==> src/rtl/lfms_pkg.sv <==
// Shared types, request and status codes, and defaults for the multi-stack bank.
package lfms_pkg;

    localparam int NUM_STACKS_DEF   = 16;
    localparam int MAX_CAPACITY_DEF = 16;

    localparam int          CAP_W     = 5;
    localparam logic [4:0]  CAP_RESET = 5'd16;

    // register index decoded from paddr[2]
    localparam logic REG_CAPACITY = 1'b0;

    localparam logic [1:0] REQ_PUSH    = 2'd0;
    localparam logic [1:0] REQ_POP     = 2'd1;
    localparam logic [1:0] REQ_POP_IDX = 2'd2;

    localparam logic [1:0] ST_DONE  = 2'd0;
    localparam logic [1:0] ST_EMPTY = 2'd1;
    localparam logic [1:0] ST_FULL  = 2'd2;

    typedef struct packed {
        logic [1:0]         req_type;
        logic signed [31:0] push_value;
        logic [15:0]        stack_index;
    } req_t;

    typedef struct packed {
        logic signed [31:0] pop_value;
        logic [1:0]         status;
    } rsp_t;

    typedef struct packed {
        logic latch_req;
        logic exec;
        logic load_out;
    } cmd_t;

endpackage

==> src/rtl/lfms_ctrl.sv <==
// Sequencer for the multi-stack bank: accept, update, result handoff.
module lfms_ctrl
(
    input  logic              clk,
    input  logic              rst_n,
    input  logic              in_valid,
    output logic              in_stall,
    output logic              out_valid,
    input  logic              out_stall,
    output lfms_pkg::cmd_t    cmd
);

    typedef enum logic [2:0] {
        S_IDLE = 3'b001,
        S_EXEC = 3'b010,
        S_DONE = 3'b100
    } state_t;

    state_t state_reg;
    state_t state_next;
    logic   out_valid_reg;
    logic   out_valid_next;
    logic   accept;
    logic   load;

    assign accept   = in_valid && (state_reg == S_IDLE);
    // result register is free, or its word leaves this cycle
    assign load     = (state_reg == S_DONE) && (!out_valid_reg || !out_stall);
    assign in_stall = (state_reg != S_IDLE);
    assign out_valid = out_valid_reg;

    assign cmd.latch_req = accept;
    assign cmd.exec      = (state_reg == S_EXEC);
    assign cmd.load_out  = load;

    always_comb
    begin
        state_next = state_reg;
        unique case (state_reg)
            S_IDLE:
            begin
                if (accept)
                    state_next = S_EXEC;
            end
            S_EXEC:
            begin
                state_next = S_DONE;
            end
            S_DONE:
            begin
                if (load)
                    state_next = S_IDLE;
            end
            default:
            begin
                state_next = S_IDLE;
            end
        endcase
    end

    always_comb
    begin
        out_valid_next = out_valid_reg;
        priority if (load)
            out_valid_next = 1'b1;
        else if (!out_stall)
            out_valid_next = 1'b0;
    end

    always_ff @(posedge clk or negedge rst_n)
    begin
        if (!rst_n)
        begin
            state_reg     <= S_IDLE;
            out_valid_reg <= 1'b0;
        end
        else
        begin
            state_reg     <= state_next;
            out_valid_reg <= out_valid_next;
        end
    end

endmodule

==> config.mk <==
export PLATFORM = sky130hd
export DESIGN_NAME = lfms_ctrl
export DESIGN_NICKNAME = d
export VERILOG_FILES = /design/src/rtl/lfms_pkg.sv /design/src/rtl/lfms_ctrl.sv
export SDC_FILE = /design/constraint.sdc
export NUM_CORES = 1
export LEC_CHECK = 0
export ABC_AREA = 1
export BUFFER_PORTS_ARGS = -buffer_cell sky130_fd_sc_hd__clkbuf_2
export CORE_AREA = 2 2 39 41
export CTS_CLUSTER_SIZE = 40
export DETAILED_ROUTE_END_ITERATION = 7
export DIE_AREA = 0 0 41 43
export PLACE_DENSITY = 0.46
export SETUP_SLACK_MARGIN = 0.02
export SLEW_MARGIN = 20
export SYNTH_ARGS = -nofsm -noshare
export SYNTH_HDL_FRONTEND = slang
export SYNTH_SLANG_ARGS = --single-unit
==> constraint.sdc <==
create_clock -name clk -period 1.2 [get_ports clk]
set_input_delay 0.12 -clock clk [delete_from_list [all_inputs] [get_ports clk]]
set_output_delay 0.12 -clock clk [all_outputs]
set_load 0.02 [all_outputs]
; After elaboration in Yosys (flattened, before gate mapping)
; Cells that the tools add are included.
[totals]
reg_bits = 4
inputBits = 4
output_inout_bits = 5
elab_cells = 20
[classes]
eq_ne = 7
muxes = 5
n_reduce_logical = 6
[op_table]
columns = operator, count
row1 = 3-bit case mux with 3 select lines, 1
row2 = 3-bit two-way mux, 2
row3 = 2-bit != test (second input constant), 2
row4 = 3-bit by 1-bit equality test with 1-bit output (second input constant), 1
row5 = 3-bit by 2-bit equality test with 1-bit output (second input constant), 1
row6 = 3-bit equality test (second input constant), 1
row7 = 3-bit by 1-bit != test with 1-bit output (second input constant), 1
row8 = 1-bit logical AND, 2
row9 = 1-bit zero test, 2
row10 = 1-bit two-way mux, 2
row11 = 2-bit by 1-bit != test with 1-bit output (second input constant), 1
row12 = 2-bit AND reduction, 1
row13 = 1-bit logical OR, 1

; Depth between registers and ports, before layout
; Gate-level depths: netlist (run 1).
[depth]
word_depth = 5
depth_mapped = 5
ltp_nobuf = 5

; Worst setup path after synthesis (run 1)
; No wires, ideal clock.
[synth_timing]
path_kind = register -> output
from = reg state_reg[0]
to = out cmd[2] (netlist bit)
arrival_ns = 0.964
required_time_ns = 1.080
slack_ns = 0.116
stages_incl_launch_ff = 4
path_buffers = 1
path_cell_list = dfstp_2 nand3_2 nor2_1 buf_4
[synth_via]
elab_chain_cells = 2
[synth_rtl]
columns = element, line
row1 = from (decl), lfms_ctrl.sv:19  ; state_t state_reg;
row2 = from (signal assigned), lfms_ctrl.sv:79  ; state_reg <= state_next;
row3 = 3-bit by 1-bit equality test with 1-bit output, lfms_ctrl.sv:26  ; assign accept = in_valid && (state_reg == S_IDLE);
row4 = 1-bit logical AND, lfms_ctrl.sv:26
row5 = to (decl), lfms_ctrl.sv:10  ; output lfms_pkg::cmd_t cmd
; Every way passes these cells.

==> results.md, run 1 <==
- Clock power frac: 21.7%
- Fin util: 23.9%
- Hold path start: out_stall
- CTS tree: done
- Vias in the first global route: 188
- Combinational power share: 48.9%
- Hold Path Class: input pin to flop
- Initial antenna violation count: 0
- Final slew viol count: 0
- Post-route ant nets: 0
- Data arrival, critical path: 1.12 ns
- Crit-path slowest cell: dfstp_2
- Failing checks: setup timing
- Final setup fails: 3
- Inst Count DP: 48
- Total number of vias: 185
- Hold Vio Cnt, Final: 0
- Commonest non-fill, non-tap cell in the layout: inv_1
- Row Count: 14
- Sequential group share of total power: 29.4%
- VDD IR max: 0.608 mV
- # fillers: 167
- Netlist cell types: 9
- Critical path cell sequence: inv_1, nand3_2, inv_1, buf_4
- Antenna cell count: 0
- DR iter-0 viols: 1
- TritonCTS Buffers: 3
- Syn_nets: 30
- Post-route cell area: 330 µm²
- R2R setup slack: 0.19 ns
- Hold depth: 3
- Post-synthesis mux area share: 0%
- # clock sinks: 4
- Die ar.: 0.00176 mm²
- Max stage delay on crit path: 0.57 ns
- CP startpoint kind: flop
- Crit path time final: 1.24 ns
- Final Power: 829 µW
- Number of H-tree levels: 1
- DR vias/cell: 3.43
- Hold EP: out_valid
- Largest net degree at the start of global routing: 5
- Leakage: 0.000195 µW
- Clock Tree Buf Depth: 2
- CTS clk-pin slew, worst paths: 0.04 ns
- Power Internal: 505 µW
- RSZ-0062 raised after global routing: true
- Root buf cell: clkbuf_4
- I/O pins: 9
- Reg2Reg Depth: 4
- Warnings from Yosys: 0
- Setup slack after layout: -0.0430 ns
- Clock Skews: 0.00476 ns
- FF-to-FF Start: state_reg[0]
- Ratio of cells with drive above 1 in the final layout: 44.7%
- DP Area: 249 µm²
- Critical Path End Type: primary output
- Commonest non-fill, non-tap cells in the layout: inv_1, nand2_1, clkbuf_2
- WS Path Type: flop to primary output
- Largest family of logic cells by synthesized area: simple AND/OR/NAND/NOR gates
- Slew margin rel.: 89.5%
- Hold slack: 0.117 ns
- Least-Margin Pin Slew: 0.157 ns
- Post-Syn Instances: 26
- PwrDens: 2510 mW/mm²
- Synth Area in Simple Gates: 31.9%
- Sw Share: 39.1%
- Adder-Cell Fraction of Synth Area: 0%
- Dpl hpwl: 309 µm
- Die width: 41 µm
- Initial Utilization: 14.7%
- Max Cap Viol: 0
- Outcome: finished with violations
- Crit Path Max Fanout: 4
- Most frequent CP cell: inv_1
- Area Growth Syn to Fin: 62.0%
- Psw: 324 µW
- Final period util: 104%
- Total wire length: 380 µm
- Remaining global-route overflow: 0
- Drc violations: 0
- Final std cells w/o fill: 54
- GRT Total Usage: 5.94%
- Largest register FFs: 3
- Seq/Total Area, Yosys: 49.7%
- Max Fclk: 805 MHz
- Clk Latency, worst-skew pair: 0.23 ns
- XOR/XNOR Fraction of Synth Area: 0%
- Reg-to-Reg End: state_reg[0]
- Post-synthesis register bit count: 4
- Post-DR wirelength/cell: 7.04 µm
- Synth Area in Compound Gates: 0%
- First-pass GRT wire length: 627 µm
- Crit path required time: 1.08 ns
- I/O Buffers: 8
- Drt pass-1 iters: 2
- Netlist Area Pre-Place: 204 µm²
- Core Area: 0.00138 mm²
- RD Place Congestion: 0.607
- Layout net count: 43
- Post-synthesis average cell area: 7.84 µm²
- Die H: 43 µm
-- power groups by stage --
stage	Clock, µW	Combinational [µW]	Sequential, µW
CTS	193	338	236
global placement	0	275	232
floorplan	0	210	235
detailed placement	0	279	232
global route	196	451	252
finish	180	405	243
-- worst max-delay path: cells and delay by family, from the launching register on --
family	cells	cell delay, ns
flops	1	0.57
buf+inv	3	0.25
simple gates	1	0.07
-- final cells by class --
type | count | area (µm²) | share of cell area, %
clock buffers | 4 | 26.3 | 7.95
well taps | 16 | 20.0 | 6.06
multi-input cells | 14 | 87.6 | 26.5
inverters | 6 | 22.5 | 6.82
repair buffers | 10 | 72.6 | 22.0
flip-flops and latches | 4 | 101 | 30.7
-- routing by layer --
| layer | GRT usage [%] | vias up | wire length [µm] |
|---|---|---|---|
| met4 | 8.00 | 0 | 0 |
| met3 | 1.57 | 0 | 22 |
| met5 | 0 | - | 0 |
| met1 | 5.84 | 82 | 149 |
| li1 | - | 100 | - |
| met2 | 8.13 | 3 | 207 |
-- kinds of logic (layout without fill, tap and decap cells) --
group / count (synthesis) / in the layout
and+or+nand+nor: 14 / 14
buffers and inverters: 8 / 20
DFF: 4 / 4
-- worst max-delay path by stage --
stage	to	slack, ns	from
2_1_floorplan	cmd[2]	0.12	state_reg[0]
3_3_place_gp	cmd[2]	0.17	state_reg[0]
3_5_place_dp	cmd[2]	0.16	state_reg[0]
4_1_cts	cmd[2]	-0.08	state_reg[0]
5_1_grt	cmd[1]	-0.1	state_reg[0]
6_report	cmd[1]	-0.04	state_reg[0]
-- cell usage after synthesis --
| library cell | n | area [µm²] |
|---|---|---|
| buf_4 | 2 | 15.0 |
| nand3_1 | 3 | 15.0 |
| dfstp_2 | 1 | 26.3 |
| nand2_1 | 5 | 18.8 |
| dfrtp_1 | 3 | 75.1 |
| inv_1 | 6 | 22.5 |
| nand4_1 | 1 | 6.26 |
| nand3_2 | 1 | 10.0 |
| nor2_1 | 4 | 15.0 |
-- stage by stage --
| stage | worst slack (ns) | TNS (ns) |
|---|---|---|
| floorplan | 0.116 | 0 |
| global placement | 0.170 | 0 |
| detailed placement | 0.159 | 0 |
| CTS | -0.0753 | -0.194 |
| global route | -0.0990 | -0.271 |
| finish | -0.0430 | -0.0996 |
-- what timing repair did --
| action | in CTS | in global routing |
|---|---|---|
| hold buffers | 1 | 0 |
| setup buffers | 1 | 0 |
| hold endpoints to repair | 4 | 0 |
| resized for setup | 2 | 12 |
| pin swaps | 2 | 1 |
| endpoints found under the setup margin | 4 | 4 |
No activity file was read; power rests on OpenSTA's default activity.
==> inputs of run 2 (changes only) <==
--- a/config.mk
+++ b/config.mk
@@ -12,6 +12,7 @@
 export DETAILED_ROUTE_END_ITERATION = 7
 export DIE_AREA = 0 0 41 43
 export PLACE_DENSITY = 0.46
+export REMOVE_ABC_BUFFERS = 1
 export SETUP_SLACK_MARGIN = 0.02
 export SLEW_MARGIN = 20
 export SYNTH_ARGS = -nofsm -noshare
==> run 2 against run 1 <==
  * The run still ends with setup timing left
  * Core utilization is 0.81 points lower
  * Via count up 4.3%
  * Highest routed layer unchanged
  * Largest power group unchanged
  * Combinational power is 13% lower
  * Clock skew grew 0.00076 ns
  * Clock-buffer cell count unchanged
  * Flip-flop and latch count unchanged
==> results.md, run 2 (synthesis gave the netlist of run 1 again) <==
- Outcome: finished with violations (unchanged)
- Failing checks: setup timing (unchanged)
- Reg2Reg Depth: 4 (unchanged)
- Hold slack: 0.111 ns (was 0.117 ns)
- Clock Tree Buf Depth: 2 (unchanged)
- DR iter-0 viols: 0 (was 1)
- Crit path time final: 1.23 ns (was 1.24 ns)
- Largest register FFs: 3 (unchanged)
- Die H: 43 µm (unchanged)
- Die ar.: 0.00176 mm² (unchanged)
- DR vias/cell: 3.51 (was 3.43)
- Final slew viol count: 0 (unchanged)
- Hold Path Class: input pin to flop (unchanged)
- First-pass GRT wire length: 572 µm (was 627 µm)
- WS Path Type: flop to primary output (unchanged)
- Total wire length: 391 µm (was 380 µm)
- RD Place Congestion: 0.619 (was 0.607)
- Post-DR wirelength/cell: 7.11 µm (was 7.04 µm)
- Hold Vio Cnt, Final: 0 (unchanged)
- Crit path required time: 1.08 ns (about the same)
- Final setup fails: 3 (unchanged)
- CP startpoint kind: flop (unchanged)
- Row Count: 14 (unchanged)
- Commonest non-fill, non-tap cells in the layout: inv_1, nand2_1, clkbuf_2 (unchanged)
- Final Power: 771 µW (was 829 µW)
- Reg-to-Reg End: state_reg[0] (unchanged)
- Seq. cell area: 101 µm² (unchanged)
- Hold path start: out_stall (unchanged)
- Leakage: 0.000195 µW (about the same)
- Final period util: 102% (was 104%)
- GRT Total Usage: 5.54% (was 5.94%)
- Setup slack after layout: -0.0252 ns (was -0.0430 ns)
- Root buf cell: clkbuf_4 (unchanged)
- R2R setup slack: 0.22 ns (was 0.19 ns)
- Total number of vias: 193 (was 185)
- Number of H-tree levels: 1 (unchanged)
- FF-to-FF Start: state_reg[0] (unchanged)
- Max Fclk: 816 MHz (was 805 MHz)
- Vias in the first global route: 184 (was 188)
- CTS clk-pin slew, worst paths: 0.04 ns (about the same)
- VDD IR max: 0.421 mV (was 0.608 mV)
- # fillers: 172 (was 167)
- Slew margin rel.: 90.5% (was 89.5%)
- Crit Path Max Fanout: 4 (unchanged)
- Layout net count: 44 (was 43)
- Post-route ant nets: 0 (unchanged)
- CTS tree: done (unchanged)
- Core Area: 0.00138 mm² (unchanged)
- Initial Utilization: 14.7% (unchanged)
- Worst setup startpoint: state_reg[0] (unchanged)
- PwrDens: 2420 mW/mm² (was 2510 mW/mm²)
- Data arrival, critical path: 1.11 ns (was 1.12 ns)
- # clock sinks: 4 (unchanged)
- Drc violations: 0 (unchanged)
- Clock Skews: 0.00551 ns (was 0.00476 ns)
- Fin util: 23.1% (was 23.9%)
- Dpl hpwl: 303 µm (was 309 µm)
- Area Growth Syn to Fin: 56.4% (was 62.0%)
- Ratio of cells with drive above 1 in the final layout: 46.2% (was 44.7%)
- RSZ-0062 raised after global routing: true (unchanged)
- Max Cap Viol: 0 (unchanged)
- Multi-input gate area: 75.1 µm² (was 87.6 µm²)
- Clk Latency, worst-skew pair: 0.23 ns (about the same)
- Die width: 41 µm (unchanged)
- Hold depth: 3 (unchanged)
- Antenna cell count: 0 (unchanged)
- Hold EP: out_valid (unchanged)
- Largest net degree at the start of global routing: 5 (unchanged)
- TritonCTS Buffers: 3 (unchanged)
- Least-Margin Pin Slew: 0.143 ns (was 0.157 ns)
- I/O pins: 9 (unchanged)
- Critical Path End Type: primary output (unchanged)
- DP Area: 249 µm² (unchanged)
- I/O Buffers: 8 (unchanged)
- Post-route cell area: 319 µm² (was 330 µm²)
- Remaining global-route overflow: 0 (unchanged)
- Initial antenna violation count: 0 (unchanged)
- Drt pass-1 iters: 1 (was 2)
- Commonest non-fill, non-tap cell in the layout: inv_1 (unchanged)
## run 2: cell count changes in the layout (fill, tap and decap cells not counted)
| cell | previous run | this run |
|---|---|---|
| nor2_2 | 1 | 2 |
| nand3_4 | 1 | 0 |
| nor2_4 | 1 | 0 |
| nand3_2 | 1 | 2 |
| buf_4 | 2 | 3 |
| buf_2 | 1 | 2 |
| buf_6 | 2 | 1 |
## run 2: worst max path at each step
stage / end / slack (ns) / depth (start not counted)
floorplan: cmd[2] / 0.04 / 2
global placement: cmd[2] / 0.17 / 3
detailed placement: cmd[2] / 0.15 / 3
CTS: cmd[2] / -0.08 / 3
global route: cmd[1] / -0.08 / 4
finish: cmd[1] / -0.03 / 4
## run 2: routing by layer
metal / vias to the layer above / global-route usage [%] / wire length [µm]
li1: 102 / - / -
met1: 89 / 3.90 / 113
met2: 2 / 8.75 / 261
met3: 0 / 1.57 / 16
met4: 0 / 8.00 / 0
met5: - / 0 / 0
## run 2: repair_timing
item | CTS | global route
resized for setup | 1 | 9
endpoints found under the setup margin | 4 | 4
endpoints found under the hold margin | 4 | 0
buffers inserted | 1 | 1
pin swaps | 2 | 1
hold buffers | 1 | 0
## run 2: final cells by class
class / instances / share of cell area [%]
well taps: 16 / 6.27
inverters: 6 / 7.06
multi-input cells: 14 / 23.5
clock buffers: 4 / 8.24
flip-flops and latches: 4 / 31.8
repair buffers: 11 / 23.1
## run 2: per-stage QoR
stage | setup WS, ns | setup TNS, ns | cells
after detailed placement | 0.148 | 0 | 48
after floorplan | 0.0448 | 0 | 24
after CTS | -0.0780 | -0.167 | 54
after global routing | -0.0816 | -0.230 | 55
after global placement | 0.169 | 0 | 48
final | -0.0252 | -0.0529 | 55
## run 2: power by group
group | total [µW] | switching [µW] | leakage, µW | internal [µW]
clock | 180 | 54.9 | 0.0000150 | 125
combinational | 352 | 198 | 0.000129 | 154
sequential | 239 | 45.6 | 0.0000510 | 194
total | 771 | 298 | 0.000195 | 473
## run 2: critical path, cell delays in order (launching register included)
cell     delay [ns]
dfstp_2        0.56
inv_1          0.06
nand3_2        0.07
inv_1          0.04
buf_4          0.15
